### src/rtl/core/assert_macros.svh
// assertion helpers used by pdc_frame_core
`ifndef ASSERT_MACROS_SVH
`define ASSERT_MACROS_SVH

// same-cycle implication, disabled during reset
`define PDC_ASSERT_IMPL(label, clk, rst_n, ante, cons, msg) \
    label: assert property (@(posedge clk) disable iff (!rst_n) (ante) |-> (cons)) \
        else $error(msg);

// next-cycle implication, disabled during reset
`define PDC_ASSERT_NEXT(label, clk, rst_n, ante, cons, msg) \
    label: assert property (@(posedge clk) disable iff (!rst_n) (ante) |=> (cons)) \
        else $error(msg);

`endif

### src/rtl/core/pdc_pkg.sv
package pdc_pkg;

    // input operation codes
    typedef enum logic
    {
        OP_ARM  = 1'b0,
        OP_BYTE = 1'b1
    } pdc_op_t;

    // configuration register indexes
    localparam logic [1:0] CFG_NODE_ID         = 2'd0;
    localparam logic [1:0] CFG_BROADCAST_ID    = 2'd1;
    localparam logic [1:0] CFG_IGNORE_CRC_MASK = 2'd2;

    // configuration reset values
    localparam logic [7:0] NODE_ID_RESET         = 8'd101;
    localparam logic [7:0] BROADCAST_ID_RESET    = 8'd255;
    localparam logic [7:0] IGNORE_CRC_MASK_RESET = 8'd128;

    // error bits
    localparam logic [5:0] ERR_INIT   = 6'h01;
    localparam logic [5:0] ERR_LENGTH = 6'h02;
    localparam logic [5:0] ERR_SHORT  = 6'h04;
    localparam logic [5:0] ERR_LONG   = 6'h08;
    localparam logic [5:0] ERR_RECIP  = 6'h10;
    localparam logic [5:0] ERR_CRC    = 6'h20;

    // frame layout
    localparam logic [7:0] FRAME_OVERHEAD = 8'd9;
    localparam logic [15:0] CRC_SEED      = 16'hAAAA;
    localparam logic [15:0] CRC_POLY      = 16'hA001;

    // byte positions of the header, relative to the first payload byte
    localparam logic signed [8:0] POS_LENGTH    = -9'sd7;
    localparam logic signed [8:0] POS_SENDER    = -9'sd6;
    localparam logic signed [8:0] POS_RECIPIENT = -9'sd5;
    localparam logic signed [8:0] POS_FLAGS     = -9'sd4;
    localparam logic signed [8:0] POS_TYPE      = -9'sd3;
    localparam logic signed [8:0] POS_MSGID_HI  = -9'sd2;
    localparam logic signed [8:0] POS_MSGID_LO  = -9'sd1;

    typedef struct packed
    {
        pdc_op_t    operation;
        logic [7:0] rx_byte;
    } pdc_in_t;

    typedef struct packed
    {
        logic        receiving;
        logic        frame_done;
        logic        payload_valid;
        logic [5:0]  payload_index;
        logic [7:0]  payload_byte;
        logic [7:0]  sender_addr;
        logic [7:0]  recipient_addr;
        logic [7:0]  frame_flags;
        logic [7:0]  frame_type;
        logic [15:0] message_number;
        logic [7:0]  payload_length;
        logic [5:0]  error_bits;
    } pdc_res_t;

    typedef struct packed
    {
        logic [7:0] node_id;
        logic [7:0] broadcast_id;
        logic [7:0] ignore_crc_mask;
    } pdc_cfg_t;

    // reflected crc-16 over one byte, lsb first
    function automatic logic [15:0] crc16_byte(input logic [15:0] crc, input logic [7:0] b);
        logic [15:0] c;
        c = crc ^ {8'h00, b};
        for (int k = 0; k < 8; k++)
        begin
            c = c[0] ? ((c >> 1) ^ CRC_POLY) : (c >> 1);
        end
        return c;
    endfunction

endpackage

### src/rtl/core/pdc_stream_if.sv
interface pdc_stream_if #(
    parameter type payload_t = logic
);
    logic     valid;
    logic     ready;
    payload_t data;

    modport source (output valid, output data, input ready);
    modport sink (input valid, input data, output ready);
endinterface

### src/rtl/core/pdc_in_stage.sv
module pdc_in_stage
    import pdc_pkg::*;
(
    input  logic    clk,
    input  logic    rst_n,
    input  logic    in_valid,
    output logic    in_ready,
    input  pdc_in_t in_data,
    output logic    beat_valid,
    input  logic    beat_take,
    output pdc_in_t beat_data
);

    logic    valid_reg;
    pdc_in_t data_reg;

    // accept when empty or when the held beat moves on this cycle
    assign in_ready = !valid_reg || beat_take;

    // valid flag
    always_ff @(posedge clk or negedge rst_n)
    begin
        if (!rst_n)
        begin
            valid_reg <= 1'b0;
        end
        else if (in_ready)
        begin
            valid_reg <= in_valid;
        end
    end

    // beat payload
    always_ff @(posedge clk)
    begin
        if (in_ready && in_valid)
        begin
            data_reg <= in_data;
        end
    end

    assign beat_valid = valid_reg;
    assign beat_data  = data_reg;

endmodule

### src/rtl/core/pdc_frame_core.sv
`include "assert_macros.svh"

module pdc_frame_core
    import pdc_pkg::*;
#(
    parameter int MAX_PACKET_LEN = 64
)
(
    input  logic     clk,
    input  logic     rst_n,
    input  pdc_cfg_t cfg,
    input  logic     beat_valid,
    output logic     beat_take,
    input  pdc_in_t  beat_data,
    output logic     res_valid,
    input  logic     res_ready,
    output pdc_res_t res_data
);

    localparam logic [7:0] MAX_LEN = 8'(MAX_PACKET_LEN);

    logic              rx_active_reg,  rx_active_next;
    logic signed [8:0] pos_reg,        pos_next;
    logic [7:0]        length_reg,     length_next;
    logic [7:0]        sender_reg,     sender_next;
    logic [7:0]        recipient_reg,  recipient_next;
    logic [7:0]        flags_reg,      flags_next;
    logic [7:0]        type_reg,       type_next;
    logic [15:0]       msgid_reg,      msgid_next;
    logic [15:0]       crc_reg,        crc_next;
    logic [15:0]       rx_crc_reg,     rx_crc_next;
    logic [5:0]        error_reg,      error_next;
    logic              res_valid_reg;
    pdc_res_t          res_reg;
    pdc_res_t          res_next;
    logic              advance;
    logic              update;
    logic [8:0]        pos_delta;
    logic [7:0]        b;

    // a beat moves on when the result register is free
    assign advance   = beat_valid && (!res_valid_reg || res_ready);
    assign beat_take = advance;
    assign b         = beat_data.rx_byte;
    assign pos_delta = pos_reg - $signed({1'b0, length_reg});

    // frame parser
    always_comb
    begin
        rx_active_next = rx_active_reg;
        pos_next       = pos_reg;
        length_next    = length_reg;
        sender_next    = sender_reg;
        recipient_next = recipient_reg;
        flags_next     = flags_reg;
        type_next      = type_reg;
        msgid_next     = msgid_reg;
        crc_next       = crc_reg;
        rx_crc_next    = rx_crc_reg;
        error_next     = error_reg;
        update         = 1'b0;
        res_next       = '0;

        if (beat_data.operation == OP_ARM)
        begin
            error_next     = ERR_INIT;
            flags_next     = '0;
            sender_next    = '0;
            recipient_next = '0;
            type_next      = '0;
            crc_next       = CRC_SEED;
            rx_crc_next    = CRC_SEED;
            pos_next       = POS_LENGTH;
            rx_active_next = 1'b1;
        end
        else if (rx_active_reg)
        begin
            update = 1'b1;
            case (pos_reg)
                POS_LENGTH:
                begin
                    error_next  = '0;
                    length_next = b - FRAME_OVERHEAD;
                    if (b < FRAME_OVERHEAD)
                    begin
                        error_next          = ERR_LENGTH | ERR_SHORT;
                        rx_active_next      = 1'b0;
                        res_next.frame_done = 1'b1;
                    end
                    else if (b > MAX_LEN)
                    begin
                        error_next          = ERR_LENGTH | ERR_LONG;
                        rx_active_next      = 1'b0;
                        res_next.frame_done = 1'b1;
                    end
                end
                POS_SENDER:
                begin
                    sender_next = b;
                end
                POS_RECIPIENT:
                begin
                    recipient_next = b;
                    if (b != cfg.node_id && b != cfg.broadcast_id)
                    begin
                        error_next = error_reg | ERR_RECIP;
                    end
                end
                POS_FLAGS:
                begin
                    flags_next = b;
                end
                POS_TYPE:
                begin
                    type_next = b;
                end
                POS_MSGID_HI:
                begin
                    msgid_next = {b, 8'h00};
                end
                POS_MSGID_LO:
                begin
                    msgid_next = msgid_reg | {8'h00, b};
                end
                default:
                begin
                    // payload, then the two crc bytes
                    if ($unsigned(pos_reg) < {1'b0, length_reg})
                    begin
                        res_next.payload_valid = 1'b1;
                        res_next.payload_index = pos_reg[5:0];
                        res_next.payload_byte  = b;
                    end
                    else
                    begin
                        update = 1'b0;
                        if (pos_delta == 9'd0)
                        begin
                            rx_crc_next = {b, 8'h00};
                            pos_next    = pos_reg + 9'sd1;
                        end
                        else if (pos_delta == 9'd1)
                        begin
                            rx_active_next      = 1'b0;
                            res_next.frame_done = 1'b1;
                            rx_crc_next         = rx_crc_reg | {8'h00, b};
                            if (rx_crc_next != crc_reg && (flags_reg & cfg.ignore_crc_mask) == '0)
                            begin
                                error_next = error_reg | ERR_CRC;
                            end
                            pos_next = pos_reg + 9'sd1;
                        end
                        else
                        begin
                            rx_active_next = 1'b0;
                        end
                    end
                end
            endcase
            if (update)
            begin
                pos_next = pos_reg + 9'sd1;
                crc_next = crc16_byte(crc_reg, b);
            end
        end

        res_next.receiving      = rx_active_next;
        res_next.sender_addr    = sender_next;
        res_next.recipient_addr = recipient_next;
        res_next.frame_flags    = flags_next;
        res_next.frame_type     = type_next;
        res_next.message_number = msgid_next;
        res_next.payload_length = length_next;
        res_next.error_bits     = error_next;
    end

    // frame state
    always_ff @(posedge clk or negedge rst_n)
    begin
        if (!rst_n)
        begin
            rx_active_reg <= 1'b0;
            pos_reg       <= POS_LENGTH;
            length_reg    <= '0;
            sender_reg    <= '0;
            recipient_reg <= '0;
            flags_reg     <= '0;
            type_reg      <= '0;
            msgid_reg     <= '0;
            crc_reg       <= CRC_SEED;
            rx_crc_reg    <= CRC_SEED;
            error_reg     <= ERR_INIT;
        end
        else if (advance)
        begin
            rx_active_reg <= rx_active_next;
            pos_reg       <= pos_next;
            length_reg    <= length_next;
            sender_reg    <= sender_next;
            recipient_reg <= recipient_next;
            flags_reg     <= flags_next;
            type_reg      <= type_next;
            msgid_reg     <= msgid_next;
            crc_reg       <= crc_next;
            rx_crc_reg    <= rx_crc_next;
            error_reg     <= error_next;
        end
    end

    // result valid flag
    always_ff @(posedge clk or negedge rst_n)
    begin
        if (!rst_n)
        begin
            res_valid_reg <= 1'b0;
        end
        else if (advance)
        begin
            res_valid_reg <= 1'b1;
        end
        else if (res_ready)
        begin
            res_valid_reg <= 1'b0;
        end
    end

    // result payload
    always_ff @(posedge clk)
    begin
        if (advance)
        begin
            res_reg <= res_next;
        end
    end

    assign res_valid = res_valid_reg;
    assign res_data  = res_reg;

    // checks
    `PDC_ASSERT_NEXT(a_arm_starts, clk, rst_n,
        advance && beat_data.operation == OP_ARM,
        rx_active_reg && pos_reg == POS_LENGTH && error_reg == ERR_INIT,
        "arm did not start a frame")
    `PDC_ASSERT_NEXT(a_idle_byte_ignored, clk, rst_n,
        advance && beat_data.operation == OP_BYTE && !rx_active_reg,
        $stable(error_reg) && $stable(crc_reg) && $stable(pos_reg),
        "byte while idle changed frame state")
    `PDC_ASSERT_NEXT(a_result_loaded, clk, rst_n,
        advance,
        res_valid_reg,
        "accepted beat produced no result")

endmodule

### src/rtl/core/packet_deframer_crc16.sv
// packet_deframer_crc16: receive side of a length-prefixed radio packet
// with a reflected crc-16 trailer.
// bytes channel: one beat per operation, either an arm command or one
// received byte; results channel: one beat per input beat, carrying the
// frame status, any payload byte with its index, the header fields, the
// payload length and the error bits.
// configuration: cfg_write with cfg_index 0 node id, 1 broadcast id,
// 2 ignore-crc flags mask; other indexes are dropped. write only while idle.
// path: an accepted input beat is held in the input register, then passes
// the parser into the registered result. throughput: one beat per cycle
// while results are taken; the crc byte update is combinational.
// reset: the receiver is idle, error bits read init, crc seeds are 0xAAAA
// and the configuration registers take their default values.
// stall: while the results side holds off, the result register and the
// input register each hold one beat; then ready on the bytes side drops
// until the result is taken.
module packet_deframer_crc16
    import pdc_pkg::*;
#(
    parameter int MAX_PACKET_LEN = 64
)
(
    input  logic         clk,
    input  logic         rst_n,
    pdc_stream_if.sink   bytes,
    pdc_stream_if.source results,
    input  logic         cfg_write,
    input  logic [1:0]   cfg_index,
    input  logic [7:0]   cfg_data
);

    pdc_cfg_t cfg_reg;
    logic     beat_valid;
    logic     beat_take;
    pdc_in_t  beat_data;

    // configuration registers
    always_ff @(posedge clk or negedge rst_n)
    begin
        if (!rst_n)
        begin
            cfg_reg.node_id         <= NODE_ID_RESET;
            cfg_reg.broadcast_id    <= BROADCAST_ID_RESET;
            cfg_reg.ignore_crc_mask <= IGNORE_CRC_MASK_RESET;
        end
        else if (cfg_write)
        begin
            case (cfg_index)
                CFG_NODE_ID:         cfg_reg.node_id         <= cfg_data;
                CFG_BROADCAST_ID:    cfg_reg.broadcast_id    <= cfg_data;
                CFG_IGNORE_CRC_MASK: cfg_reg.ignore_crc_mask <= cfg_data;
                default:             cfg_reg                 <= cfg_reg;
            endcase
        end
    end

    // input register
    pdc_in_stage u_in_stage
    (
        .clk        (clk),
        .rst_n      (rst_n),
        .in_valid   (bytes.valid),
        .in_ready   (bytes.ready),
        .in_data    (bytes.data),
        .beat_valid (beat_valid),
        .beat_take  (beat_take),
        .beat_data  (beat_data)
    );

    // parser and result register
    pdc_frame_core #(
        .MAX_PACKET_LEN (MAX_PACKET_LEN)
    ) u_frame_core
    (
        .clk        (clk),
        .rst_n      (rst_n),
        .cfg        (cfg_reg),
        .beat_valid (beat_valid),
        .beat_take  (beat_take),
        .beat_data  (beat_data),
        .res_valid  (results.valid),
        .res_ready  (results.ready),
        .res_data   (results.data)
    );

endmodule

### src/flat_wrapper.sv
// flat-port wrapper written by rule: the top's interface ports become plain ports
module packet_deframer_crc16_flat import pdc_pkg::*;
#(
    parameter int MAX_PACKET_LEN = 64
)
  (clk, rst_n, cfg_write, cfg_index, cfg_data, bytes_valid, bytes_data, bytes_ready, results_valid, results_data, results_ready);
  pdc_stream_if #(.payload_t(pdc_in_t)) bytes_i ();
  pdc_stream_if #(.payload_t(pdc_res_t)) results_i ();
  input  logic clk;
  input  logic rst_n;
  input  logic cfg_write;
  input  logic [1:0] cfg_index;
  input  logic [7:0] cfg_data;
  input wire logic [$bits(bytes_i.valid)-1:0] bytes_valid;
  input wire logic [$bits(bytes_i.data)-1:0] bytes_data;
  output wire logic [$bits(bytes_i.ready)-1:0] bytes_ready;
  output wire logic [$bits(results_i.valid)-1:0] results_valid;
  output wire logic [$bits(results_i.data)-1:0] results_data;
  input wire logic [$bits(results_i.ready)-1:0] results_ready;
  assign bytes_i.valid = bytes_valid;
  assign bytes_i.data = bytes_data;
  assign bytes_ready = bytes_i.ready;
  assign results_valid = results_i.valid;
  assign results_data = results_i.data;
  assign results_i.ready = results_ready;
  packet_deframer_crc16 #(.MAX_PACKET_LEN(MAX_PACKET_LEN)) u_core (.clk(clk), .rst_n(rst_n), .bytes(bytes_i), .results(results_i), .cfg_write(cfg_write), .cfg_index(cfg_index), .cfg_data(cfg_data));
endmodule
### config.mk
export PLATFORM = sky130hd
export DESIGN_NAME = packet_deframer_crc16_flat
export DESIGN_NICKNAME = d
export VERILOG_FILES = /design/src/rtl/core/pdc_pkg.sv /design/src/rtl/core/pdc_stream_if.sv /design/src/rtl/core/pdc_in_stage.sv /design/src/rtl/core/pdc_frame_core.sv /design/src/rtl/core/packet_deframer_crc16.sv /design/src/flat_wrapper.sv
export VERILOG_INCLUDE_DIRS = /design/src /design/src/rtl/core
export SDC_FILE = /design/constraint.sdc
export NUM_CORES = 1
export LEC_CHECK = 0
export BUFFER_PORTS_ARGS = -buffer_cell sky130_fd_sc_hd__clkbuf_2
export CAP_MARGIN = 20
export CORE_MARGIN = 2
export CORE_UTILIZATION = 34
export CTS_CLUSTER_DIAMETER = 120
export DETAILED_ROUTE_END_ITERATION = 8
export GPL_TIMING_DRIVEN = 0
export HOLD_SLACK_MARGIN = 0.08
export SLEW_MARGIN = 20
export SYNTH_ARGS = -nofsm -noshare
export SYNTH_HDL_FRONTEND = slang
export SYNTH_SLANG_ARGS = --single-unit
export TNS_END_PERCENT = 10
### constraint.sdc
create_clock -name clk -period 4.3 [get_ports clk]
set_clock_uncertainty 0.15 [all_clocks]
set_input_delay 0.43 -clock clk [delete_from_list [all_inputs] [get_ports clk]]
set_output_delay 0.43 -clock clk [all_outputs]
set_load 0.005 [all_outputs]
==> results.py <==
metrics = {
    "worst_setup_path": {
        "cp_max_fo": 10,
        "rr_worst_depth": 10,
        "end_kind": "flip-flop",
        "worstPathRequired_ns": 4.53,
        "critPathLaunchType": "flip-flop",
        "rr_endpoint": "u_core.u_frame_core.res_data[5]",
        "critPathKind": "reg -> reg",
        "cp.arrival_ns": 3.92,
        "reg2reg_slack_ns": 0.61,
        "reg2reg_from": "u_core.u_frame_core.pos_reg[1]",
    },
    "sta": {
        "finalCriticalPeriod_ns": 3.69,
        "layout_worst_path_cycle_share_pct": 85.9,
        "fmax_ghz": 0.271,
        "tightest_slew_ns": 0.967,
        "tns_ns": 0,
        "finalHoldViolations": 0,
        "setup_ws_ns": 0.608,
        "slew_viol_final": 0,
        "setup_violations": 0,
        "maxSlewHeadroom_pct": 34.9,
        "rsz0062_at_grt": "no",
    },
    "drt": {
        "vias": 7671,
        "drc": 0,
        "dr.pass1.iters": 6,
        "final_antenna_net_count": 0,
        "routedWlPerCell_um": 18.2,
        "drt_iter0_markers": 659,
        "vias_per_cell": 5.19,
        "wl_um": 26800,
    },
    "grt": {
        "grt_max_degree": 85,
        "antenna_found_initial": 0,
        "grt-ovfl-total": 0,
        "grt_pass1_wl_um": 42000,
        "grtUsageTotal_pct": 17.2,
        "grt_pass1_vias": 7264,
    },
    "floorplanning": {
        "die_y_um": 178,
        "core_um2": 29700,
        "placementRows": 63,
        "die_x_um": 178,
        "num_io_pins": 105,
        "die-area_um2": 31600,
        "start_util_pct": 34.6,
    },
    "logic_synthesis": {
        "yosysWarnings": 0,
        "synthFlopType": "dfrtp_1",
        "yosys_register_bits": 218,
        "syn_area_per_cell_um2": 11.2,
        "synth.distinct_cells": 70,
        "synth_nets": 957,
        "syn_area_um2": 10300,
        "synthCells": 918,
        "synth_edf_count": 88,
        "yosysSeqAreaShare_pct": 57.9,
        "async_flop_share_pct": 59.6,
    },
    "hold_path": {
        "min_path_type": "in -> reg",
        "min-delay-start": "results_ready",
        "min_path_cells": 3,
        "hold_path_end": "u_core.u_frame_core.res_valid",
    },
    "cts": {
        "clk_pin_slew_ns": 0.06,
        "post-cts-setup-buffer-count": 0,
        "cts_root_buf": "clkbuf_16",
        "cts_buffers": 25,
        "cts-resized-gates": 0,
        "clkSinkCount": 218,
        "clk_latency_ns": 0.53,
        "cts_tree": "built",
        "ctsHtreeMaxLevel": 1,
        "clockBufferDepth": 3,
    },
    "place": {
        "dp.cells": 1414,
        "io_buffers": 104,
        "gp_congestion": 0.870,
        "dp_slack_ns": 0.632,
        "post-dp-hpwl_um": 19000,
    },
    "cells_and_area": {
        "post_route_cells_drive_above_1_share_pct": 22.1,
        "mostFrequentLayoutCells": "nand2_1, clkbuf_2, dfrtp_1, edfxtp_1, nor2_1",
        "syn2layout_area_growth_pct": 20.3,
        "final_nets": 1109,
        "largest_register_ffs": 79,
        "stdcell_count": 1479,
        "layout_commonest_cell": "nand2_1",
        "num_antenna_cells": 0,
    },
    "power": {
        "power.density_nw_per_um2": 517,
        "p_leak_nw": 5.14,
        "power_mw": 6.39,
        "vdd_drop_max_v": 0.000269,
    },
    "run_status": {
        "status": "complete, no violations",
    },
    "run": {
        "max_cap_viol_count": 0,
    },
}
[critical path: stages (launching register included)]
cell and delay, ns:
dfrtp_1 0.61, ha_1 0.43, inv_1 0.13, nor3_1 0.25, ha_1 0.34, nor3_1 0.08
and3_1 0.22, a21oi_1 0.55, nand4_1 0.30, nor4_1 0.33, a21o_1 0.18
[through the flow]
step	utilization, %	instance area, um^2	hold slack [ns]
final	41.6	12400	0.113
after global routing	41.6	12400	0.137
after CTS	41.6	12400	0.0995
after detailed placement	38.2	11300	0.317
after global placement	38.0	11300	0.309
after floorplan	-	10300	-0.0156
[cells in the mapped netlist (all sizes together) (2+ instances only)]
cell	number	area, um^2
mux2	35	394
o2bb2ai	2	17.5
o31ai	26	200
a21boi	16	120
o211ai	2	15.0
a22o	16	140
o21ai	43	215
and4	3	26.3
a211oi	7	57.6
xor2	13	114
nand3b	4	30.0
dfstp	37	972
xnor2	50	438
a21o	7	60.1
a2bb2oi	2	17.5
a21oi	57	289
and2	15	93.8
ha	14	175
o311ai	3	26.3
nand2	113	424
nor2	80	300
nor3b	3	22.5
dfrtp	93	2330
o211a	3	30.0
a221oi	4	35.0
inv	26	97.6
o31a	4	35.0
nand4	14	93.8
nor3	13	76.3
a211o	2	17.5
buf	8	38.8
mux2i	10	100
nand3	9	45.0
or3	3	18.8
o22a	2	17.5
clkbuf	48	181
nor4	6	37.5
a31oi	3	25.0
nand2b	9	56.3
edfxtp	88	2640
o32a	3	30.0
and3	5	31.3
[layer usage]
metal  global-route usage, %  up-vias  routed length, um
met5                       0        -                  0
met4                    4.37        0                599
met3                    2.44       44               1620
met2                    27.0      273              12200
met1                    24.8     3765              12400
li1                        -     3589                  -
[area by class of cell]
| type | instances | area, um^2 |
|---|---|---|
| clock buffer | 35 | 713 |
| inverter | 26 | 97.6 |
| clock inverter | 11 | 113 |
| multi-input combinational | 618 | 4020 |
| tap | 390 | 488 |
| timing repair buffer | 125 | 767 |
| buffer | 56 | 224 |
| sequential | 218 | 5940 |
| fill | 2884 | 17400 |
[what timing repair did]
action,4_1_cts,5_1_grt
hold endpoints to repair,95,0
hold buffers,19,0
setup endpoints to repair,0,0
[where the power goes]
| part | switching [mW] | total [mW] | internal (mW) |
|---|---|---|---|
| Sequential | 0.221 | 2.74 | 2.52 |
| Combinational | 0.876 | 1.53 | 0.649 |
| Clock | 0.843 | 2.12 | 1.28 |
[cell families (layout without fill, tap and decap cells)]
logic type	Yosys count	after routing	synth area share, %
AND/OR/NAND/NOR	283	283	12.9
flip-flops	218	218	57.9
AO/OA/AOI/OAI	212	212	14.1
buffers and inverters	82	253	3.09
XOR/XNOR	63	63	5.37
multiplexers	45	45	4.81
adder cells (fa/ha/maj)	15	15	1.90
[how the worst max path moves through the flow]
stage	startpoint	to	slack [ns]
4_1_cts	u_core.u_frame_core.pos_reg[0]	u_core.u_frame_core.res_data[78]	0.63
2_1_floorplan	results_ready	u_core.u_frame_core.res_data[0]	0.60
6_report	u_core.u_frame_core.pos_reg[1]	u_core.u_frame_core.res_data[5]	0.61
5_1_grt	u_core.u_frame_core.pos_reg[1]	u_core.u_frame_core.res_data[5]	0.32
3_5_place_dp	u_core.u_frame_core.pos_reg[0]	u_core.u_frame_core.res_data[78]	0.63
3_3_place_gp	results_ready	u_core.u_frame_core.length_reg[6]	-0.78
(Power assumes the default switching activity.)
